==> src/sv/edt_pkg.sv <==
// Shared types and constants for the edit distance block.
package edt_pkg;

  localparam int MAX_LEN_DEF = 32;
  localparam int QDEPTH      = 4;
  localparam int RESULT_CAP  = 64;

  localparam logic [1:0] KIND_NONE    = 2'd0;
  localparam logic [1:0] KIND_REPLACE = 2'd1;
  localparam logic [1:0] KIND_DELETE  = 2'd2;
  localparam logic [1:0] KIND_INSERT  = 2'd3;

  localparam logic MODE_SOURCE = 1'b0;
  localparam logic MODE_TARGET = 1'b1;

  typedef struct packed {
    logic       mode;
    logic [7:0] symbol;
    logic       has_symbol;
    logic       last;
  } item_t;

endpackage

==> src/sv/edt_queue.sv <==
// Small first-in first-out queue between the front end and the back end.
module edt_queue import edt_pkg::*; (
  input  logic  clk,
  input  logic  rst_n,
  input  logic  push,
  input  item_t push_item,
  input  logic  pop,
  output logic  full,
  output logic  empty,
  output item_t head
);

  localparam int QAW = $clog2(QDEPTH);

  item_t            slot_r [QDEPTH];
  logic [QAW-1:0]   wp_r, wp_nxt;
  logic [QAW-1:0]   rp_r, rp_nxt;
  logic [QAW:0]     cnt_r, cnt_nxt;

  assign full  = cnt_r == (QAW+1)'(QDEPTH);
  assign empty = cnt_r == '0;
  assign head  = slot_r[rp_r];

  always_comb begin
    wp_nxt  = wp_r;
    rp_nxt  = rp_r;
    cnt_nxt = cnt_r;
    if (push) begin
      wp_nxt = wp_r + 1'b1;
    end
    if (pop) begin
      rp_nxt = rp_r + 1'b1;
    end
    if (push && !pop) begin
      cnt_nxt = cnt_r + 1'b1;
    end else if (pop && !push) begin
      cnt_nxt = cnt_r - 1'b1;
    end
  end

  always_ff @(posedge clk) begin
    if (!rst_n) begin
      wp_r  <= '0;
      rp_r  <= '0;
      cnt_r <= '0;
    end else begin
      wp_r  <= wp_nxt;
      rp_r  <= rp_nxt;
      cnt_r <= cnt_nxt;
    end
  end

  always_ff @(posedge clk) begin
    if (push) begin
      slot_r[wp_r] <= push_item;
    end
  end

endmodule

==> config.mk <==
export PLATFORM = sky130hd
export DESIGN_NAME = edt_queue
export DESIGN_NICKNAME = d
export VERILOG_FILES = /design/src/sv/edt_pkg.sv /design/src/sv/edt_queue.sv
export SDC_FILE = /design/constraint.sdc
export NUM_CORES = 1
export LEC_CHECK = 0
export BUFFER_PORTS_ARGS = -buffer_cell sky130_fd_sc_hd__buf_2
export CORE_MARGIN = 2
export CORE_UTILIZATION = 50
export CTS_CLUSTER_DIAMETER = 50
export CTS_CLUSTER_SIZE = 14
export DETAILED_ROUTE_END_ITERATION = 7
export PLACE_DENSITY = 0.74
export RECOVER_POWER = 100
export SETUP_SLACK_MARGIN = 0.2
export SYNTH_ARGS = -nofsm -noshare
export SYNTH_HDL_FRONTEND = slang
export SYNTH_SLANG_ARGS = --single-unit
==> constraint.sdc <==
create_clock -name clk -period 2.8 [get_ports clk]
set_clock_uncertainty 0.1 [all_clocks]
set_input_delay 0.14 -clock clk [delete_from_list [all_inputs] [get_ports clk]]
set_output_delay 0.14 -clock clk [all_outputs]
set_load 0.005 [all_outputs]
==> impl_metrics.csv, run 1 <==
group,metric,value,unit
status,status,"completed",
floorplan,chipHeight,67.8,um
synthesis,yosysTopAreaCell,"edfxtp_1",
critical_path,r2r_cells,3,
synthesis,yosysMostFrequentCell,"edfxtp_1",
synthesis,ys.flop_type,"edfxtp_1",
routing,vias,995,
sta,min_period,2.08,ns
power_and_ir_drop,seq_power_share,0.589,
sta,worst_pin_slew,0.853,ns
critical_path,cp_data_arrival_time,1.84,ns
power_and_ir_drop,p_leak,0.000819,uW
synthesis,syn-num-nets,121,
routing,viasPerCell,5.13,
critical_path,slowest_stage,"dfxtp_1",
min_path,holdCritPathClass,"input port to flip-flop",
synthesis,ys_async_sr_fraction,0,
routing,wl,3.07,mm
clocking,clock_sinks,53,
sta,hold_viol_final,0,
global_routing,grt_pass1_vias,1073,
floorplan,core_area,3970,um2
global_routing,grt_pass1_wl,5.22,mm
global_routing,overflow,0,
critical_path,cp.depth,2,
routing,postRouteAntennaNets,0,
synthesis,synth_fa_ha_area_frac,0.0406,
synthesis,synth-seq-area-share,0.738,
critical_path,crit_end,"head[6]",
critical_path,cp_cell_sequence,"mux4_1 -> clkbuf_1",
synthesis,synth_top_family_by_area,"multiplexers",
critical_path,cpPeakStageDelay,0.79,ns
clocking,clock-root-buffer,"clkbuf_8",
sta,max_freq,481,MHz
finish,syn_to_final_growth,18.5,%
power_and_ir_drop,p_per_area,659,nW/um2
sta,period_share,0.743,
flow_run,drv_cap,0,
power_and_ir_drop,clockPowerShare,0.306,
synthesis,ys_seq_elements,53,
synthesis,synth_common_cells,"edfxtp_1 (44), mux4_2 (10), and2_1 (9), dfxtp_1 (9), ha_1 (5)",
critical_path,worstPathRequired,2.56,ns
sta,timing.final.max_slew_violations,0,
global_routing,antenna_found_initial,0,
placement,detailed_place_hpwl,2.04,mm
routing,drcViolationCount,0,
synthesis,synth_top_area_share,0.649,
clocking,clockBufferDepth,2,
floorplan,io-pin-count,28,
sta,setup-tns-final,0,ns
power_and_ir_drop,ir_drop,0.000335,V
power_and_ir_drop,power_frac_comb,0.105,
floorplan,start_util,0.512,
critical_path,r2r-start,"wp_r[0]$_SDFFE_PN0P_",
clocking,cts.clk_slew.worst_paths,0.09,ns
global_routing,grt_max_degree,16,
placement,portBuffers,27,
critical_path,end_kind,"output pin",
clocking,numCtsBuffers,5,
synthesis,synth_edf_count,44,
critical_path,critical-path-top-delay-family,"flip-flops",
critical_path,path_max_fanout,11,
synthesis,avgSynthCellArea,20.3,um2
clocking,cts_tree,"built",
floorplan,rows,23,
placement,place_congestion,0.678,
sta,slew_headroom,0.431,
critical_path,cp_num_buf_inv,1,
critical_path,r2r_slack,1.04,ns
critical_path,crit_type,"flip-flop to output pin",
synthesis,synth-compound-area-share,0.00615,
synthesis,synthCells,100,
routing,drt-initial-drc-count,88,
synthesis,synth-warning-count,0,
finish,drive_gt1_frac,0.174,
critical_path,cp-start-kind,"flip-flop",
placement,dp_worst_setup_slack,0.963,ns
synthesis,synth-xor-area-share,0.0215,
synthesis,netlist_area,2030,um2
sta,setup_slack,0.720,ns
clocking,cts_htree_levels,2,
floorplan,dieArea,4590,um2
sta,setup_viol,0,
power_and_ir_drop,p_int,1260,uW
critical_path,r2r_end,"slot_r[2][1]$_DFFE_PP_",
finish,num-nets-final,164,
synthesis,netlist_top_cells_area,"edfxtp_1 (65%), mux4_2 (11%), dfxtp_1 (8.9%), ha_1 (3.1%), and2_1 (2.8%)",
routing,firstDrtPassIters,4,
clocking,cts_setup_buffers,0,
power_and_ir_drop,sw_frac_of_total,0.208,
synthesis,synth_cell_types,20,
synthesis,synth_mux_area_frac,0.133,
power_and_ir_drop,power.switching,330,uW
clocking,insertion_delay,0.29,ns
floorplan,die_w,67.8,um
sta,rsz0062_at_grt,"no",
finish,diodes,0,
synthesis,synthSimpleGateAreaFrac,0.0449,
routing,routedWlPerCell,15.8,um
global_routing,grt_usage,0.165,
## sequential cells by signal, summed over array words and instances, names as in the netlist, named ones only
signal  cells
slot_r     44
cnt_r       3
wp_r        2
rp_r        2
## power by group through the flow
stage          registers, uW  clock network, uW  logic (uW)
3_5_place_dp             956                  0         164
3_3_place_gp             950                  0         157
4_1_cts                  938                498         178
6_report                 936                486         167
5_1_grt                  944                539         187
2_1_floorplan            935                  0         113
## layer usage
metal  GRT usage  share of wire  up-vias
met5           0              0        -
met4      0.0750          0.021        0
met3      0.0500          0.053        6
met2       0.281           0.53       26
met1       0.193           0.40      490
li1            -              -      473
## worst reg2reg max path, delay by kind of cell (launching register included)
family	cells	cell delay, ns
fa+ha+maj	1	0.16
flops	1	0.36
buf+inv	1	0.11
simple gates	1	0.67
## final cells by class
type	instances	area (um2)
Clock buffer	6	72.6
Clock inverter	2	33.8
Fill cell	311	1560
Inverter	4	15.0
Multi-Input combinational cell	41	502
Sequential cell	53	1500
Tap cell	50	62.6
Timing Repair Buffer	38	223
## stage by stage
stage | cells | hold slack [ns] | utilization | instance area [um2] | power [uW]
after global routing | 194 | 0.0379 | 0.607 | 2410 | 1670
after CTS | 194 | 0.0379 | 0.612 | 2430 | 1610
after detailed placement | 175 | 0.256 | 0.558 | 2220 | 1120
final | 194 | 0.0398 | 0.607 | 2410 | 1590
after floorplan | 100 | 0.139 | - | 2030 | 1050
after global placement | 175 | 0.249 | 0.558 | 2220 | 1110
## cell families (layout without fill, tap and decap cells)
family                     count (synthesis)  in the layout
buffers and inverters                      6             50
and+or+nand+nor                           15             15
xor gates and xnor gates                   5              5
AOI/OAI and AO/OA                          2              2
DFF                                       53             53
adders and majority gates                  6              6
muxes                                     13             13
## placed cells by master (no fill, tap or decap), types with 2 or more instances in the layout
cell	count
and2_0	8
buf_2	9
clkbuf_1	19
clkbuf_8	5
dfxtp_1	9
dlygate4sd3_1	11
edfxtp_1	44
ha_1	5
inv_1	4
mux2i_1	2
mux4_2	10
nor2b_1	2
xnor2_1	2
xor2_1	3
## worst min path at each step
stage / start / to / slack (ns) / cells past startpoint
after floorplan: push_item[0] / slot_r[0][0]$_DFFE_PP_ / 0.14 / 0
after global placement: push_item[10] / slot_r[1][10]$_DFFE_PP_ / 0.25 / 1
final: rst_n / rp_r[0]$_SDFFE_PN0P_ / 0.04 / 2
after CTS: rst_n / rp_r[0]$_SDFFE_PN0P_ / 0.04 / 2
after global routing: rst_n / rp_r[0]$_SDFFE_PN0P_ / 0.04 / 2
after detailed placement: push_item[9] / slot_r[0][9]$_DFFE_PP_ / 0.26 / 1
## timing repair
item	CTS	global route
resized for setup	0	0
hold buffers	11	0
hold endpoints to repair	44	0
Power figures use the tool's default switching activity.
==> inputs of run 2 (changes only) <==
ABC_AREA = 1   (was not set)
PLACE_DENSITY = 0.77   (was 0.74)
clock period = 1.8 ns   (was 2.8 ns; I/O delays follow)
==> run 2 against run 1 <==
Effect of this change:
- critical path depth increased by 2
- register-to-register slack got worse by 0.68 ns
- global-route usage up 1.4 points
- power is 45% higher
- via count grew 34%
- first-iteration DRC count up 31%
==> impl_metrics.csv, run 2 <==
group,metric,value,unit
status,status,"completed",
flow_run,drv_cap,0,
power_and_ir_drop,ir_drop,0.000505,V
floorplan,dieArea,4700,um2
synthesis,synth_top_area_share,0.634,
placement,dpl_cell_area,2250,um2
critical_path,path_max_fanout,12,
synthesis,yosysTopAreaCell,"edfxtp_1",
floorplan,chipHeight,68.6,um
sta,rsz0062_at_grt,"no",
synthesis,synth-warning-count,0,
clocking,clock_sinks,53,
synthesis,synth_edf_count,44,
sta,slew_headroom,0.652,
synthesis,yosysMostFrequentCell,"edfxtp_1",
clocking,cts_tree,"built",
finish,syn_to_final_growth,17.7,%
finish,largest-register,"slot_r",
finish,final_cell_mix,"edfxtp_1 (44), nor2_1 (27), clkbuf_1 (20), o21ai_1 (18), dlygate4sd3_1 (14)",
critical_path,end_kind,"output pin",
critical_path,crit_type,"flip-flop to output pin",
sta,whs,0.0102,ns
finish,final_cell_area,2450,um2
global_routing,grt_usage,0.180,
synthesis,avgSynthCellArea,12.6,um2
synthesis,synth-seq-area-share,0.720,
global_routing,grt_max_degree,23,
sta,max_freq,639,MHz
min_path,min_path_cells,3,
synthesis,synth_common_cells,"edfxtp_1 (44), nor2_1 (27), o21ai_1 (18)",
clocking,cts.clk_slew.worst_paths,0.08,ns
routing,wl,3.61,mm
floorplan,core_area,4000,um2
clocking,clockBufferDepth,2,
global_routing,grt_pass1_vias,1340,
floorplan,rows,23,
synthesis,netlist_top_cells_area,"edfxtp_1 (63%), dfxtp_1 (8.6%), nor2_1 (4.9%), o21ai_1 (4.3%), o22ai_1 (3.3%)",
synthesis,ys.flop_type,"edfxtp_1",
sta,min_period,1.56,ns
routing,postRouteAntennaNets,0,
power_and_ir_drop,p_per_area,939,nW/um2
finish,drive_gt1_frac,0.104,
finish,num-nets-final,231,
finish,fill_cells,323,
critical_path,cp_data_arrival_time,1.37,ns
finish,diodes,0,
routing,firstDrtPassIters,4,
finish,top_regs,"slot_r (44), cnt_r (3)",
synthesis,netlist_area,2080,um2
min_path,holdCritPathClass,"input port to flip-flop",
finish,largest_register_ffs,44,
floorplan,die_w,68.6,um
critical_path,r2r_cells,5,
synthesis,syn-num-nets,186,
finish,stdcell_count,261,
critical_path,cp-start-kind,"flip-flop",
clocking,clock-root-buffer,"clkbuf_8",
critical_path,worstPathRequired,1.61,ns
placement,portBuffers,27,
sta,hold_viol_final,0,
sta,setup_viol,0,
routing,routedWlPerCell,13.8,um
clocking,insertion_delay,0.30,ns
sta,worst_pin_slew,0.521,ns
power_and_ir_drop,p_leak,0.000913,uW
placement,place_congestion,0.697,
finish,final_common_cell,"edfxtp_1",
floorplan,start_util,0.521,
synthesis,ys_seq_elements,53,
placement,dp.cells,239,
clocking,cts_setup_buffers,0,
routing,viasPerCell,5.11,
sta,setup-tns-final,0,ns
routing,drt-initial-drc-count,115,
synthesis,synthCells,165,
sta,timing.final.max_slew_violations,0,
floorplan,io-pin-count,28,
routing,vias,1333,
synthesis,synth_cell_types,18,
sta,setup_slack,0.236,ns
placement,detailed_place_hpwl,2.33,mm
global_routing,antenna_found_initial,0,
placement,dp_worst_setup_slack,0.356,ns
synthesis,ys_async_sr_fraction,0,
global_routing,overflow,0,
clocking,numCtsBuffers,5,
sta,period_share,0.869,
global_routing,grt_pass1_wl,5.98,mm
routing,drcViolationCount,0,
clocking,cts_htree_levels,2,
run 2: power by group:
part | switching (uW) | leakage, uW | internal (uW)
combinational | 156 | 0.000391 | 109
sequential | 31.7 | 0.000479 | 1390
clock | 355 | 0.0000430 | 262
run 2: final cells by class:
cell class	count	area [um2]	area share
clock buffer	5	68.8	0.0280
clock inverter	3	12.5	0.00510
inverter	17	68.8	0.0280
multi-input combinational	89	468	0.191
sequential	53	1500	0.612
tap	50	62.6	0.0255
timing repair buffer	44	270	0.110
run 2: timing repair:
action / in CTS / in global routing
endpoints found under the hold margin: 53 / 0
hold buffers: 14 / 0
endpoints found under the setup margin: 11 / 3
gates resized for setup: 2 / 2
run 2: worst paths after layout:
check	end	start	slack [ns]
hold reg to reg	flip-flop	rp_r[1]$_SDFFE_PN0P_	0.36
setup / recovery	head[7]	flip-flop	0.24
hold / removal	rp_r[0]$_SDFFE_PN0P_	pop	0.01
setup reg to reg	slot_r[2][6]$_DFFE_PP_	wp_r[0]$_SDFFE_PN0P_	0.36
run 2: routing by layer:
layer | part of all wire | routed length, um | vias to the layer above | track usage
li1 | - | - | 673 | -
met1 | 0.42 | 1510 | 619 | 0.211
met2 | 0.51 | 1860 | 36 | 0.308
met3 | 0.055 | 200 | 5 | 0.0519
met4 | 0.012 | 44 | 0 | 0.0750
met5 | 0 | 0 | - | 0
run 2: logic make-up (layout without fill, tap and decap cells):
family,Yosys count,in the layout,synth area share
compound gates,43,43,0.110
fa+ha+maj,6,6,0.0396
simple gates,40,40,0.0750
flops,53,53,0.720
buf+inv,23,69,0.0552
run 2: metrics by stage:
step	power (uW)	utilization
CTS	2330	0.620
finish	2300	0.613
detailed placement	1700	0.563
global route	2400	0.613
global placement	1690	0.563
floorplan	1600	-
run 2: worst max-delay path, stage by stage (launching register included):
cell and delay [ns]:
dfxtp_1 0.42, buf_4 0.21, o21ai_0 0.10, o22ai_1 0.21, clkbuf_1 0.13
